**src/rtl/ecpa_pkg.sv**
```systemverilog
package ecpa_pkg;

  localparam int REG_CURVE_A = 0;
  localparam int REG_CURVE_B = 1;
  localparam int REG_FIELD_PRIME = 2;
  localparam int CFG_INDEX_BITS = 2;

  // datapath operations
  typedef enum logic [3:0] {
    OP_NONE,
    OP_LOAD,
    OP_MUL,
    OP_ADD,
    OP_SUB,
    OP_MOV,
    OP_INV
  } op_t;

  // register file addresses
  typedef enum logic [3:0] {
    R_XP, R_YP, R_XQ, R_YQ, R_A, R_B, R_T0, R_T1,
    R_T2, R_T3, R_LAM, R_XR, R_YR, R_ONE, R_K2, R_K3
  } rsel_t;

  typedef struct packed {
    logic  start;
    op_t   op;
    rsel_t dst;
    rsel_t src_a;
    rsel_t src_b;
  } dp_cmd_t;

  typedef struct packed {
    logic busy;
    logic bad_prime;
    logic same_x;
    logic same_y;
    logic yp_zero;
  } dp_status_t;

  typedef enum logic [2:0] {
    ST_IDLE,
    ST_LOAD,
    ST_CHECK,
    ST_ISSUE,
    ST_WAIT,
    ST_OUT
  } state_t;

endpackage

```
**src/rtl/ecpa_modmul.sv**
```systemverilog
module ecpa_modmul import ecpa_pkg::*; #(
  parameter int FIELD_BITS = 8
) (
  input  logic                  clk,
  input  logic                  rst,
  input  logic                  start,
  input  logic [FIELD_BITS-1:0] a,
  input  logic [FIELD_BITS-1:0] b,
  input  logic [FIELD_BITS-1:0] m,
  output logic                  busy,
  output logic [FIELD_BITS-1:0] result
);

  localparam int CNT_BITS = $clog2(FIELD_BITS + 1);

  logic [FIELD_BITS-1:0] acc;
  logic [FIELD_BITS-1:0] opa;
  logic [FIELD_BITS-1:0] opb;
  logic [CNT_BITS-1:0]   cnt;
  logic [FIELD_BITS:0]   dbl;
  logic [FIELD_BITS-1:0] dbl_r;
  logic [FIELD_BITS:0]   addv;
  logic [FIELD_BITS-1:0] acc_next;

  // one bit of the multiplier per cycle, msb first
  always_comb begin
    dbl = {acc, 1'b0};
    dbl_r = (dbl >= {1'b0, m}) ? FIELD_BITS'(dbl - {1'b0, m}) : dbl[FIELD_BITS-1:0];
    addv = {1'b0, dbl_r} + {1'b0, opa};
    if (opb[FIELD_BITS-1]) begin
      acc_next = (addv >= {1'b0, m}) ? FIELD_BITS'(addv - {1'b0, m}) : addv[FIELD_BITS-1:0];
    end else begin
      acc_next = dbl_r;
    end
  end

  always_ff @(posedge clk) begin
    if (rst) begin
      busy <= 1'b0;
      cnt <= '0;
    end else if (start) begin
      busy <= 1'b1;
      cnt <= CNT_BITS'(FIELD_BITS);
      acc <= '0;
      opa <= a;
      opb <= b;
    end else if (busy) begin
      acc <= acc_next;
      opb <= opb << 1;
      cnt <= cnt - 1'b1;
      if (cnt == CNT_BITS'(1)) begin
        busy <= 1'b0;
      end
    end
  end

  assign result = acc;

endmodule

```
**src/rtl/ecpa_datapath.sv**
```systemverilog
module ecpa_datapath import ecpa_pkg::*; #(
  parameter int FIELD_BITS = 8
) (
  input  logic                  clk,
  input  logic                  rst,
  input  dp_cmd_t               cmd,
  input  logic [FIELD_BITS-1:0] in_px,
  input  logic [FIELD_BITS-1:0] in_py,
  input  logic [FIELD_BITS-1:0] in_qx,
  input  logic [FIELD_BITS-1:0] in_qy,
  input  logic [FIELD_BITS-1:0] cfg_a,
  input  logic [FIELD_BITS-1:0] cfg_b,
  input  logic [FIELD_BITS-1:0] cfg_p,
  output dp_status_t            status,
  output logic [FIELD_BITS-1:0] res_x,
  output logic [FIELD_BITS-1:0] res_y
);

  localparam int CNT_BITS = $clog2(FIELD_BITS + 1);
  localparam int RED_BITS = $clog2(FIELD_BITS + 1);
  localparam int NREG = 16;

  logic [FIELD_BITS-1:0] rf [NREG];
  logic [FIELD_BITS-1:0] va;
  logic [FIELD_BITS-1:0] vb;
  logic [FIELD_BITS-1:0] m;
  rsel_t                 dst;

  // multiplier
  logic                  mul_start;
  logic [FIELD_BITS-1:0] mul_a;
  logic [FIELD_BITS-1:0] mul_b;
  logic                  mul_busy;
  logic [FIELD_BITS-1:0] mul_res;

  // inversion by square and multiply, exponent p-2
  logic                  inv_run;
  logic                  inv_sq;
  logic                  inv_wait;
  logic [FIELD_BITS-1:0] inv_base;
  logic [FIELD_BITS-1:0] inv_r;
  logic [FIELD_BITS-1:0] inv_e;
  logic [CNT_BITS-1:0]   inv_cnt;

  // reduction of inputs by restoring subtraction, one shift per cycle
  logic                  red_run;
  logic [RED_BITS-1:0]   red_cnt;
  logic [FIELD_BITS-1:0] red_v [6];
  logic [FIELD_BITS-1:0] red_n [6];
  logic                  mul_wait;

  logic [FIELD_BITS:0]   sum;
  logic [FIELD_BITS-1:0] addm;
  logic [FIELD_BITS-1:0] subm;

  ecpa_modmul #(.FIELD_BITS(FIELD_BITS)) u_mul (
    .clk(clk), .rst(rst), .start(mul_start), .a(mul_a), .b(mul_b), .m(m),
    .busy(mul_busy), .result(mul_res)
  );

  assign va = rf[cmd.src_a];
  assign vb = rf[cmd.src_b];
  assign sum = {1'b0, va} + {1'b0, vb};
  assign addm = (sum >= {1'b0, m}) ? FIELD_BITS'(sum - {1'b0, m}) : sum[FIELD_BITS-1:0];
  assign subm = (va >= vb) ? va - vb : FIELD_BITS'({1'b0, va} + {1'b0, m} - {1'b0, vb});

  // shifted modulus for restoring reduction step
  always_comb begin
    for (int k = 0; k < 6; k++) begin
      logic [2*FIELD_BITS-1:0] sh;
      sh = {{FIELD_BITS{1'b0}}, m} << (red_cnt - 1'b1);
      red_n[k] = ({{FIELD_BITS{1'b0}}, red_v[k]} >= sh) ? FIELD_BITS'(
        {{FIELD_BITS{1'b0}}, red_v[k]} - sh) : red_v[k];
    end
  end

  // multiplier operand select
  always_comb begin
    mul_start = 1'b0;
    mul_a = va;
    mul_b = vb;
    if (cmd.start && cmd.op == OP_MUL) begin
      mul_start = 1'b1;
    end else if (inv_run && !mul_busy && !inv_wait) begin
      mul_start = 1'b1;
      mul_a = inv_sq ? inv_r : inv_base;
      mul_b = inv_r;
    end
  end

  always_ff @(posedge clk) begin
    if (rst) begin
      inv_run <= 1'b0;
      red_run <= 1'b0;
      mul_wait <= 1'b0;
      inv_wait <= 1'b0;
    end else begin
      if (cmd.start) begin
        dst <= cmd.dst;
        unique case (cmd.op)
          OP_LOAD: begin
            m <= cfg_p;
            red_v[0] <= in_px;
            red_v[1] <= in_py;
            red_v[2] <= in_qx;
            red_v[3] <= in_qy;
            red_v[4] <= cfg_a;
            red_v[5] <= cfg_b;
            red_cnt <= RED_BITS'(FIELD_BITS);
            red_run <= 1'b1;
          end
          OP_ADD: rf[cmd.dst] <= addm;
          OP_SUB: rf[cmd.dst] <= subm;
          OP_MOV: rf[cmd.dst] <= va;
          OP_MUL: mul_wait <= 1'b1;
          OP_INV: begin
            inv_run <= 1'b1;
            inv_base <= va;
            inv_r <= FIELD_BITS'(1);
            inv_e <= FIELD_BITS'(m - FIELD_BITS'(2));
            inv_cnt <= CNT_BITS'(FIELD_BITS);
            inv_sq <= 1'b1;
            inv_wait <= 1'b0;
          end
          default: ;
        endcase
      end else if (red_run) begin
        for (int k = 0; k < 6; k++) red_v[k] <= red_n[k];
        red_cnt <= red_cnt - 1'b1;
        if (red_cnt == RED_BITS'(1)) begin
          red_run <= 1'b0;
          rf[R_XP] <= red_n[0];
          rf[R_YP] <= red_n[1];
          rf[R_XQ] <= red_n[2];
          rf[R_YQ] <= red_n[3];
          rf[R_A] <= red_n[4];
          rf[R_B] <= red_n[5];
          rf[R_ONE] <= FIELD_BITS'(1);
          rf[R_K2] <= FIELD_BITS'(2);
          rf[R_K3] <= (m == FIELD_BITS'(3)) ? '0 : FIELD_BITS'(3);
        end
      end else if (mul_wait && !mul_busy) begin
        mul_wait <= 1'b0;
        rf[dst] <= mul_res;
      end else if (inv_run && inv_wait && !mul_busy) begin
        // a multiply just finished
        inv_r <= mul_res;
        inv_wait <= 1'b0;
        if (inv_sq && inv_e[FIELD_BITS-1]) begin
          inv_sq <= 1'b0;
        end else begin
          inv_sq <= 1'b1;
          inv_e <= inv_e << 1;
          inv_cnt <= inv_cnt - 1'b1;
          if (inv_cnt == CNT_BITS'(1)) begin
            inv_run <= 1'b0;
            rf[dst] <= mul_res;
          end
        end
      end else if (mul_start) begin
        // inversion multiply in flight
        inv_wait <= 1'b1;
      end
    end
  end

  assign status.busy = red_run | mul_wait | inv_run | mul_busy | inv_wait;
  assign status.bad_prime = (cfg_p < FIELD_BITS'(3));
  assign status.same_x = (rf[R_XP] == rf[R_XQ]);
  assign status.same_y = (rf[R_YP] == rf[R_YQ]);
  assign status.yp_zero = (rf[R_YP] == '0);
  assign res_x = rf[R_XR];
  assign res_y = rf[R_YR];

endmodule

```
**src/rtl/ecpa_ctrl.sv**
```systemverilog
module ecpa_ctrl import ecpa_pkg::*; (
  input  logic       clk,
  input  logic       rst,
  input  logic       in_fire,
  input  logic       out_fire,
  input  dp_status_t status,
  output dp_cmd_t    cmd,
  output logic       in_ready,
  output logic       out_valid,
  output logic       out_inf
);

  localparam int CHORD_START = 0;
  localparam int CHORD_LEN = 7;
  localparam int DBL_START = 7;

  typedef struct packed {
    op_t   op;
    rsel_t dst;
    rsel_t src_a;
    rsel_t src_b;
  } instr_t;

  function automatic instr_t prog(input logic [4:0] pc);
    instr_t i;
    i = '{OP_NONE, R_T0, R_T0, R_T0};
    case (pc)
      // chord
      5'd0:  i = '{OP_SUB, R_T0, R_XQ, R_XP};
      5'd1:  i = '{OP_INV, R_T0, R_T0, R_T0};
      5'd2:  i = '{OP_SUB, R_T1, R_YQ, R_YP};
      5'd3:  i = '{OP_MUL, R_LAM, R_T1, R_T0};
      5'd4:  i = '{OP_MUL, R_T0, R_LAM, R_LAM};
      5'd5:  i = '{OP_SUB, R_T0, R_T0, R_XP};
      5'd6:  i = '{OP_SUB, R_XR, R_T0, R_XQ};
      // doubling
      5'd7:  i = '{OP_MUL, R_T0, R_XP, R_XP};
      5'd8:  i = '{OP_MUL, R_T1, R_T0, R_T0};
      5'd9:  i = '{OP_ADD, R_T2, R_A, R_A};
      5'd10: i = '{OP_MUL, R_T2, R_T2, R_T0};
      5'd11: i = '{OP_SUB, R_T1, R_T1, R_T2};
      5'd12: i = '{OP_ADD, R_T2, R_B, R_B};
      5'd13: i = '{OP_ADD, R_T2, R_T2, R_T2};
      5'd14: i = '{OP_ADD, R_T2, R_T2, R_T2};
      5'd15: i = '{OP_MUL, R_T2, R_T2, R_XP};
      5'd16: i = '{OP_SUB, R_T1, R_T1, R_T2};
      5'd17: i = '{OP_MUL, R_T2, R_B, R_B};
      5'd18: i = '{OP_ADD, R_T1, R_T1, R_T2};
      5'd19: i = '{OP_ADD, R_T3, R_YP, R_YP};
      5'd20: i = '{OP_INV, R_T3, R_T3, R_T3};
      5'd21: i = '{OP_MUL, R_T2, R_T3, R_T3};
      5'd22: i = '{OP_MUL, R_XR, R_T1, R_T2};
      5'd23: i = '{OP_MUL, R_T0, R_K3, R_T0};
      5'd24: i = '{OP_ADD, R_T0, R_T0, R_A};
      5'd25: i = '{OP_MUL, R_LAM, R_T0, R_T3};
      // common tail
      5'd26: i = '{OP_SUB, R_T0, R_XP, R_XR};
      5'd27: i = '{OP_MUL, R_T0, R_LAM, R_T0};
      5'd28: i = '{OP_SUB, R_YR, R_T0, R_YP};
      default: ;
    endcase
    return i;
  endfunction

  localparam logic [4:0] TAIL_PC = 5'd26;
  localparam logic [4:0] LAST_PC = 5'd28;

  state_t     state;
  state_t     state_next;
  logic [4:0] pc;
  logic [4:0] pc_next;
  logic       inf;
  logic       inf_next;
  instr_t     ins;

  assign ins = prog(pc);

  // next state
  always_comb begin
    state_next = state;
    pc_next = pc;
    inf_next = inf;
    unique case (state)
      ST_IDLE: begin
        if (in_fire) begin
          if (status.bad_prime) begin
            inf_next = 1'b1;
            state_next = ST_OUT;
          end else begin
            inf_next = 1'b0;
            state_next = ST_LOAD;
          end
        end
      end
      ST_LOAD: state_next = ST_WAIT;
      ST_CHECK: begin
        if (!status.same_x) begin
          pc_next = 5'(CHORD_START);
          state_next = ST_ISSUE;
        end else if (!status.same_y || status.yp_zero) begin
          inf_next = 1'b1;
          state_next = ST_OUT;
        end else begin
          pc_next = 5'(DBL_START);
          state_next = ST_ISSUE;
        end
      end
      ST_ISSUE: state_next = ST_WAIT;
      ST_WAIT: begin
        if (!status.busy) begin
          if (pc == 5'd31) begin
            state_next = ST_CHECK;
          end else if (pc == LAST_PC) begin
            state_next = ST_OUT;
          end else begin
            pc_next = (pc == 5'(CHORD_START + CHORD_LEN - 1)) ? TAIL_PC : pc + 5'd1;
            state_next = ST_ISSUE;
          end
        end
      end
      ST_OUT: if (out_fire) state_next = ST_IDLE;
      default: state_next = ST_IDLE;
    endcase
    if (state == ST_IDLE && in_fire) pc_next = 5'd31;
  end

  always_ff @(posedge clk) begin
    if (rst) begin
      state <= ST_IDLE;
      pc <= 5'd31;
      inf <= 1'b0;
    end else begin
      state <= state_next;
      pc <= pc_next;
      inf <= inf_next;
    end
  end

  // outputs
  always_comb begin
    cmd = '{1'b0, OP_NONE, R_T0, R_T0, R_T0};
    unique case (state)
      ST_LOAD: cmd = '{1'b1, OP_LOAD, R_T0, R_T0, R_T0};
      ST_ISSUE: cmd = '{1'b1, ins.op, ins.dst, ins.src_a, ins.src_b};
      default: ;
    endcase
  end

  assign in_ready = (state == ST_IDLE);
  assign out_valid = (state == ST_OUT);
  assign out_inf = inf;

endmodule

```
**src/rtl/ec_point_add_prime_field.sv**
```systemverilog
// channel | direction | tdata fields (low bit up)          | tuser
// s_axis  | in        | p_x, p_y, q_x, q_y                 | -
// m_axis  | out       | sum_x, sum_y                       | at_infinity
// cfg     | in        | curve_a=0, curve_b=1, field_prime=2 | -
// after the item is taken the inputs are loaded, reduced and checked;
// a field_prime below 3 gives at_infinity instead
// multiply and inversion (exponent p-2) share the one serial multiplier
// chord: 6 add/sub, 3 multiplies, 1 inversion; doubling: 11, 10 and 1
// one item at a time; s_axis_tready is low until the result is taken
// rst is synchronous, active high, and restores the reset register values
module ec_point_add_prime_field import ecpa_pkg::*; #(
  parameter int FIELD_BITS = 8
) (
  input  logic                    clk,
  input  logic                    rst,
  input  logic                    s_axis_tvalid,
  output logic                    s_axis_tready,
  // p_x, p_y, q_x, q_y
  input  logic [((4*FIELD_BITS+7)/8)*8-1:0] s_axis_tdata,
  output logic                    m_axis_tvalid,
  input  logic                    m_axis_tready,
  // sum_x, sum_y
  output logic [((2*FIELD_BITS+7)/8)*8-1:0] m_axis_tdata,
  // at_infinity
  output logic                    m_axis_tuser,
  input  logic                    cfg_we,
  input  logic [CFG_INDEX_BITS-1:0] cfg_index,
  input  logic [FIELD_BITS-1:0]   cfg_wdata
);

  localparam int OUT_W = ((2*FIELD_BITS+7)/8)*8;

  logic [FIELD_BITS-1:0] curve_a;
  logic [FIELD_BITS-1:0] curve_b;
  logic [FIELD_BITS-1:0] field_prime;
  dp_cmd_t               cmd;
  dp_status_t            status;
  logic                  in_fire;
  logic                  out_fire;
  logic                  out_inf;
  logic [FIELD_BITS-1:0] res_x;
  logic [FIELD_BITS-1:0] res_y;
  logic [FIELD_BITS-1:0] px, py, qx, qy;

  // configuration registers
  always_ff @(posedge clk) begin
    if (rst) begin
      curve_a <= '0;
      curve_b <= FIELD_BITS'(1);
      field_prime <= FIELD_BITS'(23);
    end else if (cfg_we) begin
      case (cfg_index)
        CFG_INDEX_BITS'(REG_CURVE_A): curve_a <= cfg_wdata;
        CFG_INDEX_BITS'(REG_CURVE_B): curve_b <= cfg_wdata;
        CFG_INDEX_BITS'(REG_FIELD_PRIME): field_prime <= cfg_wdata;
        default: ;
      endcase
    end
  end

  // input item capture
  always_ff @(posedge clk) begin
    if (in_fire) begin
      px <= s_axis_tdata[FIELD_BITS-1:0];
      py <= s_axis_tdata[2*FIELD_BITS-1:FIELD_BITS];
      qx <= s_axis_tdata[3*FIELD_BITS-1:2*FIELD_BITS];
      qy <= s_axis_tdata[4*FIELD_BITS-1:3*FIELD_BITS];
    end
  end

  assign in_fire = s_axis_tvalid && s_axis_tready;
  assign out_fire = m_axis_tvalid && m_axis_tready;

  ecpa_ctrl u_ctrl (
    .clk(clk), .rst(rst), .in_fire(in_fire), .out_fire(out_fire), .status(status),
    .cmd(cmd), .in_ready(s_axis_tready), .out_valid(m_axis_tvalid), .out_inf(out_inf)
  );

  ecpa_datapath #(.FIELD_BITS(FIELD_BITS)) u_dp (
    .clk(clk), .rst(rst), .cmd(cmd), .in_px(px), .in_py(py), .in_qx(qx), .in_qy(qy),
    .cfg_a(curve_a), .cfg_b(curve_b), .cfg_p(field_prime), .status(status),
    .res_x(res_x), .res_y(res_y)
  );

  // result packing, zero at infinity
  assign m_axis_tdata = out_inf ? '0 : OUT_W'({res_y, res_x});
  assign m_axis_tuser = out_inf;

  a_no_accept_busy: assert property (@(posedge clk) disable iff (rst)
    m_axis_tvalid |-> !s_axis_tready) else $error("input taken while result pending");
  a_out_held: assert property (@(posedge clk) disable iff (rst)
    m_axis_tvalid && !m_axis_tready |=> m_axis_tvalid && $stable(m_axis_tdata))
    else $error("result dropped");
  a_inf_zero: assert property (@(posedge clk) disable iff (rst)
    m_axis_tvalid && m_axis_tuser |-> m_axis_tdata == '0) else $error("infinity not zero");

endmodule
```
**config.mk**
```make
export PLATFORM = sky130hd
export DESIGN_NAME = ec_point_add_prime_field
export DESIGN_NICKNAME = d
export VERILOG_FILES = /design/src/rtl/ecpa_pkg.sv /design/src/rtl/ecpa_modmul.sv /design/src/rtl/ecpa_datapath.sv /design/src/rtl/ecpa_ctrl.sv /design/src/rtl/ec_point_add_prime_field.sv
export SDC_FILE = /design/constraint.sdc
export NUM_CORES = 1
export LEC_CHECK = 0
export BUFFER_PORTS_ARGS = -buffer_cell sky130_fd_sc_hd__buf_4
export CAP_MARGIN = 30
export CORE_UTILIZATION = 55
export DETAILED_ROUTE_END_ITERATION = 8
export GPL_ROUTABILITY_DRIVEN = 0
export PLACE_DENSITY_LB_ADDON = 0.05
export SYNTH_ARGS = -nofsm -noshare
export SYNTH_HDL_FRONTEND = slang
export SYNTH_SLANG_ARGS = --single-unit
```
**constraint.sdc**
```tcl
create_clock -name clk -period 8.2 [get_ports clk]
set_input_delay 1.23 -clock clk [delete_from_list [all_inputs] [get_ports clk]]
set_output_delay 1.23 -clock clk [all_outputs]
set_load 0.005 [all_outputs]
```
* After elaboration in Yosys (flattened, before gate mapping)
Memories as Yosys holds them, arrays and structs flattened. Index checks and enable logic that the tools add are counted.
Cells by class: $add $sub $neg 19, $mul 0, div/mod/pow operators 0, $lt $le $gt $ge 11, equality and inequality tests 62, shift operators 1, multiplexer cells 150, bitwise logic cells 14, reductions and logical operators 50
Operators with widths (number):
- $pmux W15 S27 | 1
- $mux W8 | 41
- $ge A8 B16 Y1 | 6
- $sub A8 B8 Y8 | 11
- $mux W1 | 75
- $eq A5 B5 Y1 const B | 14
- $mux W4 | 13
- $eq A5 B4 Y1 const B | 8
- $pmux W17 S2 | 1
- $mux W5 | 6
- $ge A9 B8 Y1 | 3
- $mux W3 | 8
- $eq A5 B3 Y1 const B | 4
- $add A8 B8 Y9 | 2
- $eq A4 B1 Y1 const B | 4
- $eq A8 B8 Y1 | 2
- $mux W16 | 1
- $reduce_or A8 Y1 | 2
- $shl A8 B4 Y16 | 1
- $pmux W3 S5 | 1
- $reduce_and A3 Y1 | 5
- $ne A2 B1 Y1 const B | 7
- $reduce_bool A2 Y1 | 7
- $or A1 B1 Y1 | 13
- 35 further kinds | 71
Storage, ports and cells: register bits 143, latch bits 0, memory bits (writable) 176, memory bits (read-only) 0, output and inout bits 19, memories 2
Memories:
- u_dp.rf | words 16, bits a word 8, read ports 8, clocked after Yosys merged registers in 0, wr ports 9, line ecpa_datapath.sv:23 | logic [FIELD_BITS-1:0] rf [NREG];
- u_dp.red_v | words 6, bits a word 8, read ports 6, clocked after Yosys merged registers in 0, wr ports 6, line ecpa_datapath.sv:48 | logic [FIELD_BITS-1:0] red_v [6];

* Logic depth before layout (Yosys ltp)
Gate-level depths: netlist of the first run.
depth in word-level cells 13, mapped depth 33, gate-level depth less buffers 28

* Hierarchy
Synthesis of the first run repeated with hierarchy kept, for this count alone.
Unflattened totals: cell total of the unflattened synthesis 2085, area, all modules 22240.1 µm²
Modules (own cells, without submodules):
- ecpa_datapath | times used 1, cells each 1453, area each 16105.4 µm², sequential area each 6496.2 µm²
- ecpa_modmul | times used 1, cells each 247, area each 2541.2 µm², sequential area each 820.8 µm²
- ec_point_add_prime_field | times used 1, cells each 148, area each 2094.5 µm², sequential area each 1441.4 µm²
- ecpa_ctrl | times used 1, cells each 237, area each 1498.9 µm², sequential area each 180.2 µm²

* Worst setup path after synthesis of the first run
No wires, ideal clock.
path kind flip-flop to flip-flop, start point register u_ctrl.pc[2], end point memory u_dp.rf[10][3] (data pin), library setup time 299 ps, data arrival time 6479 ps, required time 7901 ps, slack 1421 ps, stages on the path, launching flop included 31, clock period less this slack 6779 ps, cell sequence dfxtp_1 > buf_2 > buf_2 > buf_1 > and3_1 > ha_1 > nor3_4 > a31oi_1 > and3_1 > buf_2 > buf_2 > buf_2 > nand2_1 > a311oi_1 > a211oi_1 > a31oi_1 > ha_1 > clkbuf_1 > a21o_1 > a21oi_1 > o21bai_1 > a21oi_1 > xnor2_1 > ha_1 > a21oi_1 > inv_1 > o21ai_0 > nand2_1 > mux2_2 > a221oi_2 > inv_1
RTL lines:
- from (decl) | line ecpa_ctrl.sv:70 | logic [4:0] pc;
- from (signal assigned) | line ecpa_ctrl.sv:134 | pc <= pc_next;
- to (decl) | line ecpa_datapath.sv:23

==> results of run 1 <==
logic make-up (layout without fill, tap and decap cells):
logic type | after synthesis | after routing | synth area share [%]
AO/OA/AOI/OAI | 545 | 545 | 16.77
adder cells (fa/ha/maj) | 136 | 136 | 8.723
XOR/XNOR | 96 | 96 | 4.013
AND/OR/NAND/NOR | 796 | 796 | 17.36
flip-flops | 319 | 319 | 42.28
buffers and inverters | 225 | 296 | 4.314
multiplexers | 134 | 134 | 6.546
metrics by stage:
step	hold WS, ns	instances	power, mW
2_1_floorplan	0.4303	2251	3.975
3_3_place_gp	0.4580	2751	4.600
3_5_place_dp	0.4587	2764	4.678
4_1_cts	0.4721	2832	6.407
5_1_grt	0.4834	2833	6.763
6_report	0.4720	2833	6.412
path summary, 6_finish.rpt:
check,depth (start not counted),from,end,slack (ns)
max,28,u_ctrl.pc[0],u_dp.rf[3][5],0.35
min,0,field_prime[7],u_dp.m[7],0.47
max reg2reg,28,u_ctrl.pc[0],u_dp.rf[3][5],0.35
min reg2reg,0,field_prime[7],u_dp.m[7],0.47
state kept, by name, summed over array words and instances (netlist names), 3 cells and up:
register,count
u_dp.u_mul.opa,8
u_dp.inv_cnt,4
u_dp.m,8
py,8
u_dp.inv_base,8
u_dp.u_mul.result,8
u_ctrl.state,3
u_dp.inv_e,8
u_ctrl.pc,5
curve_b,8
u_dp.rf,128
u_dp.red_v,48
u_dp.u_mul.cnt,4
u_dp.red_cnt,4
qx,8
qy,8
u_dp.u_mul.opb,8
field_prime,8
curve_a,8
px,8
u_dp.inv_r,8
u_dp.dst,4
per-layer routing:
metal / part of all wire [%] / up-vias / wire length [um]
met1: 42 / 8326 / 26280
met4: 4.7 / 2 / 2933
li1: - / 8182 / -
met2: 45 / 846 / 28580
met5: 0.024 / - / 15
met3: 8.2 / 184 / 5196
worst max-delay path: cells and delay by family (launching register included):
family                   cells  cell delay, ns
XOR/XNOR                     1            0.16
multiplexers                 1            0.35
AND/OR/NAND/NOR              6            1.57
adder cells (fa/ha/maj)      3            1.03
buffers and inverters        4            0.61
flip-flops                   1            0.46
AO/OA/AOI/OAI               13            3.39
report_power, final:
group	switching, mW	total [mW]	internal [mW]
logic	1.54	2.54	1.00
registers	0.115	2.15	2.03
clock network	0.679	1.73	1.05
final cells by class:
| class | count | area [sq um] | area share (%) |
|---|---|---|---|
| clock inverter | 14 | 173.9 | 0.7379 |
| multi-input combinational | 1707 | 11360 | 48.19 |
| timing repair buffer | 136 | 1030 | 4.369 |
| sequential | 319 | 8940 | 37.93 |
| tap | 511 | 639.4 | 2.713 |
| clock buffer | 54 | 1084 | 4.597 |
| inverter | 92 | 345.3 | 1.465 |
cells in the final DEF (no fill, tap or decap), types with 35 or more instances in the layout:
| cell | netlist | layout |
|---|---|---|
| ha_1 | 117 | 116 |
| nor2b_1 | 48 | 48 |
| clkbuf_16 | 0 | 40 |
| mux2i_1 | 103 | 103 |
| a211oi_1 | 57 | 56 |
| edfxtp_1 | 255 | 255 |
| dfxtp_1 | 64 | 63 |
| buf_4 | 4 | 125 |
| a21oi_1 | 116 | 116 |
| a21o_1 | 46 | 46 |
| nand2_1 | 346 | 346 |
| nor2_1 | 155 | 153 |
| nand3_1 | 58 | 57 |
| and2_1 | 43 | 42 |
| o21ai_0 | 156 | 156 |
| inv_1 | 91 | 91 |
| xnor2_1 | 66 | 66 |
| nand2b_1 | 36 | 35 |
what timing repair did:
| item | in CTS | in global routing |
|---|---|---|
| resized for setup | 0 | 7 |
| hold buffers | 0 | 0 |
| buffers inserted | 0 | 0 |
| endpoints found under the setup margin | 0 | 88 |
==> impl_results.md, run 1 <==
- GRT Total Usage: 32.62%
- DRT Pass-1 Iters: 6
- Fin area: 23570 sq um
- Ranking of synthesized cells by area: edfxtp_1, ha_1, nand2_1, dfxtp_1, mux2i_1
- Worst rel slew slack: 30.11%
- Met2 Use GR: 51.70%
- Hold crit path type: flop to flop
- Syn nets: 2434
- EDFF count, synth: 255
- Dominant synthesized flop cell: edfxtp_1
- Pin count of the biggest net entering global routing: 101
- Met3 usage: 5.910%
- Synth Warn #: 0
- Worst-Skew Late Latency: 0.56 ns
- Antenna diodes: 0
- CTS buffer count: 37
- Die area: 39230 sq um
- Max-cap violations: 0
- Fillers: 3199
- Syn Area/Cell: 9.392 sq um
- TritonCTS clock tree: yes
- DIE HEIGHT: 198.1 um
- Hold Fails Final Rpt: 0
- Number of vias per cell: 6.191
- Req. time, crit path: 8.46 ns
- Number of buffers added on ports: 65
- Fin Setup TNS: 0 ns
- Area growth syn-to-layout: 11.49%
- Post-synth cell types: 83
- Vias in the first global route: 16480
- I/O Pins: 66
- Post-synth ARST share: 0%
- Tightest Pin Transition: 1.044 ns
- DRC viols: 0
- Area leader, netlist: edfxtp_1
- Met1 usage: 43.59%
- Post-synth top area share: 36.22%
- CP Capture Type: flop
- RSZ-0062 raised after global routing: no
- Starting Density: 56.00%
- Static leakage: 9.152 nW
- Max Clock Skew: 0.01990 ns
- Routed Antenna Nets: 0
- Grt ovf: 0
- Final wirelength: 63010 um
- Max Transition Viols Final: 0
- Tcrit/Tclk final: 95.68%
- Initial antenna violation count: 1
- # clock sinks: 319
- Setup CP Type: flop to flop
- Nets: 2476
- Rows: 71
- Maximum fanout along the worst path: 16
- Clock buffer depth: 3
- DP HPWL: 46790 um
- Synth top cells by count: nand2_1, edfxtp_1, o21ai_0
- Placed inst area: 22270 sq um
- Status: finished clean
- Most numerous cell in the Yosys netlist: nand2_1
- Util after Layout: 62.43%
- Share of post-route cells with drive strength above 1: 11.28%
- Fmax: 127.5 MHz
- Wirelength per Cell: 22.24 um
- First-pass GRT wire length: 96830 um
- Cell Pwr Density: 272.0 nW/um^2
- Critical Path Start Type: flop
- Seq/Total Area, Yosys: 42.28%
- CP peak stage delay: 0.58 ns
- Final setup fails: 0
- Core ar.: 37760 sq um
- Clock transition at path regs: 0.06 ns
- Worst setup margin: 0.3541 ns
- Root buf cell: clkbuf_16
- H-tree depth: 2
- Via count: 17540
- CP max stage cell: a311oi_1
- Gate Count Post-Synth: 2251
- Worst EP arrival: 8.11 ns
- Drt initial violations: 1838
- Dpl ws: 0.2887 ns
- Synth Cell Area: 21140 sq um
- Maximum VDD drop: 0.2183 mV
- Die Wd: 198.1 um
- Post-synthesis register bit count: 319
- Global routing's busiest layer: met2
- Fin crit period: 7.846 ns
Note: power is estimated with default switching activity, not from simulation.
==> run 2, diff against run 1 <==
==> constraint.sdc (replaced) <==
create_clock -name clk -period 8.2 [get_ports clk]
set_input_delay 1.64 -clock clk [delete_from_list [all_inputs] [get_ports clk]]
set_output_delay 1.64 -clock clk [all_outputs]
set_load 0.005 [all_outputs]
==> run 2 against run 1 <==
Effect of this change: clock power about the same; via count decreased by 0.38%; flip-flop and latch count unchanged; register-to-register slack better by 0.03 ns; final area grew 0.11%; critical path depth down 1; core utilization up 0.070 points; count of clock-buffer cells in the layout is 11 lower; hold slack better by 0.0037 ns; critical path type unchanged; highest routed layer is now met4.
==> impl_results.md, run 2 (same netlist as run 1, synthesis figures left out) <==
- Drt initial violations: 1790 (-2.6%)
- Final wirelength: 62640 um (-0.58%)
- Fin crit period: 7.814 ns (-0.03162 ns)
- Nets: 2477 (+0.040%)
- Biggest register: u_dp.rf
- Die area: 39230 sq um (unchanged)
- Worst rel slew slack: 32.24% (+2.1 points)
- RR Endpoint: u_dp.rf[4][5]
- Number of buffers added on ports: 65 (unchanged)
- Area growth syn-to-layout: 11.61%
- Hold crit path type: flop to flop
- Clock transition at path regs: 0.06 ns (about the same)
- Routed Antenna Nets: 0 (unchanged)
- Worst EP arrival: 8.10 ns (about the same)
- Setup repair bufs after CTS: 0 (unchanged)
- H-tree depth: 2 (unchanged)
- Crit path launch: u_ctrl.pc[3]
- Hold_ws: 0.4757 ns (+0.003664 ns)
- Pin count of the biggest net entering global routing: 101 (unchanged)
- First-pass GRT wire length: 96280 um (-0.56%)
- DIE HEIGHT: 198.1 um (unchanged)
- Internal: 4.066 mW (-0.33%)
- Clock power frac: 27.2% (+0.3 points)
- Static leakage: 9.168 nW (+0.17%)
- # clock sinks: 319 (unchanged)
- I/O Pins: 66 (unchanged)
- Power, Total: 6.443 mW (+0.48%)
- CP Capture Type: flop
- TritonCTS clock tree: yes
- Status: finished clean
- Number of flip-flops under the largest register name: 128 (unchanged)
- Setup CP Type: flop to flop
- Fmax: 128.0 MHz (+0.40%)
- CP endpoint: u_dp.rf[4][5]
- DP HPWL: 46820 um (about the same)
- Logic pwr share: 39.5% (about the same)
- Fin Setup TNS: 0 ns (unchanged)
- CP top delay family: compound AO/OA/AOI/OAI gates
- Buffer and inverter count on the worst path: 3 (-1)
- Via count: 17470 (-0.38%)
- Most common cell after layout, fill and taps aside: nand2_1
- Critical Path Start Type: flop
- CTS buffer count: 37 (unchanged)
- DRT Pass-1 Iters: 6 (unchanged)
- Tcrit/Tclk final: 95.30% (-0.39 points)
- CTS resizes: 0 (unchanged)
- Vias in the first global route: 16630 (+0.93%)
- Core ar.: 37760 sq um (unchanged)
- RSZ-0062 raised after global routing: no
- Commonest non-fill, non-tap cells in the layout: nand2_1, edfxtp_1, o21ai_0, nor2_1, buf_4
- CP peak stage delay: 0.70 ns (+0.12 ns)
- Hold Fails Final Rpt: 0 (unchanged)
- GRT Total Usage: 32.37% (-0.25 points)
- CTS Hold Buffers Added: 0 (unchanged)
- Worst r2r src: u_ctrl.pc[3]
- Clock buffer depth: 3 (unchanged)
- Cell Pwr Density: 273.0 nW/um^2 (+0.37%)
- Max Transition Viols Final: 0 (unchanged)
- DRC viols: 0 (unchanged)
- Wirelength per Cell: 22.10 um (-0.65%)
- Die Wd: 198.1 um (unchanged)
- Max Clock Skew: 0.02950 ns (+0.009595 ns)
- Initial antenna violation count: 1 (unchanged)
- CP Depth: 27 (-3.6%)
- Grt ovf: 0 (unchanged)
- Switching Share: 36.88% (+0.52 points)
- Rows: 71 (unchanged)
- Reg2reg path depth: 27 (-3.6%)
- Max-cap violations: 0 (unchanged)
- Root buf cell: clkbuf_16
- Largest regs: u_dp.rf: 128 flops, u_dp.red_v: 48 flops
- Share of post-route cells with drive strength above 1: 11.71% (+0.43 points)
- CP max stage cell: dfxtp_1
- Number of vias per cell: 6.164 (-0.45%)
- Sequential fraction of design power: 33.3% (-0.2 points)
- Sw Pwr: 2.376 mW (+1.9%)
- Tightest Pin Transition: 1.010 ns (-0.03483 ns)
- Worst-Skew Late Latency: 0.57 ns (about the same)
- Maximum fanout along the worst path: 28 (+12)
- Starting Density: 56.00% (unchanged)
- Req. time, crit path: 8.49 ns (+0.03 ns)
- FF-to-FF setup slack: 0.39 ns (+0.03 ns)
- Maximum VDD drop: 0.2178 mV (-0.25%)
- Final setup fails: 0 (unchanged)
-- run 2: changes by cell type in the layout (fill, tap and decap cells not counted), sizes merged --
| cell | change |
|---|---|
| diode | +1 |
| clkbuf | -11 |
| clkinv | +6 |
| buf | +1 |
| clkinvlp | +5 |
-- run 2: metal layers --
| metal | wire (um) | vias up | GRT usage (%) |
|---|---|---|---|
| met5 | 0 | - | 0 |
| met4 | 3040 | 0 | 16.34 |
| met3 | 4993 | 175 | 5.025 |
| met2 | 28190 | 784 | 50.90 |
| met1 | 26420 | 8332 | 43.42 |
| li1 | - | 8183 | - |
-- run 2: area by class of cell --
cell class,instances,area (sq um)
Antenna cell,1,2.502
Clock buffer,43,1021
Clock inverter,25,272.8
Fill cell,3240,14160
Inverter,92,345.3
Multi-Input combinational cell,1707,11340
Sequential cell,319,8940
Tap cell,511,639.4
Timing Repair Buffer,137,1040
-- run 2: power by group through the flow --
| stage | combinational [mW] | clock, mW | sequential (mW) |
|---|---|---|---|
| floorplan | 1.84 | 0 | 2.13 |
| global route | 2.80 | 1.82 | 2.16 |
| finish | 2.54 | 1.75 | 2.14 |
| global placement | 2.43 | 0 | 2.17 |
| detailed placement | 2.51 | 0 | 2.18 |
| CTS | 2.53 | 1.77 | 2.14 |
-- run 2: per-stage QoR --
stage | util (%) | instances | cell area (sq um) | setup WS [ns]
after detailed placement | 59.04 | 2766 | 22290 | 0.4029
final | 62.50 | 2835 | 23600 | 0.3858
after floorplan | - | 2251 | 21140 | 1.421
after global placement | 58.73 | 2752 | 22170 | 0.6785
after global routing | 62.49 | 2834 | 23590 | 0.01577
after CTS | 62.47 | 2834 | 23580 | 0.3929
-- run 2: how the worst min path moves through the flow --
| stage | start | cells past startpoint | to |
|---|---|---|---|
| 6_report | field_prime[7] | 0 | u_dp.m[7] |
| 5_1_grt | field_prime[7] | 0 | u_dp.m[7] |
| 4_1_cts | field_prime[7] | 0 | u_dp.m[7] |
| 3_5_place_dp | field_prime[7] | 0 | u_dp.m[7] |
| 3_3_place_gp | field_prime[1] | 0 | u_dp.m[1] |
| 2_1_floorplan | field_prime[3] | 0 | u_dp.m[3] |
-- run 2: worst register-to-register path, stage by stage, from the launching register on --
cell      delay (ns)
dfxtp_1         0.70
buf_4           0.28
nor2b_1         0.31
and2_1          0.25
nor3_4          0.07
a31oi_1         0.30
nand3_2         0.52
buf_4           0.42
and2_1          0.17
a211oi_1        0.20
a311o_1         0.15
a31oi_1         0.20
ha_1            0.31
fa_1            0.41
a21o_1          0.18
a21oi_1         0.24
o21bai_1        0.11
a21oi_1         0.31
xnor2_1         0.15
ha_1            0.37
nand4b_1        0.14
o221a_2         0.33
nand2_1         0.12
buf_4           0.16
mux2_2          0.34
a221oi_2        0.32
and2_0          0.39
a21oi_1         0.10
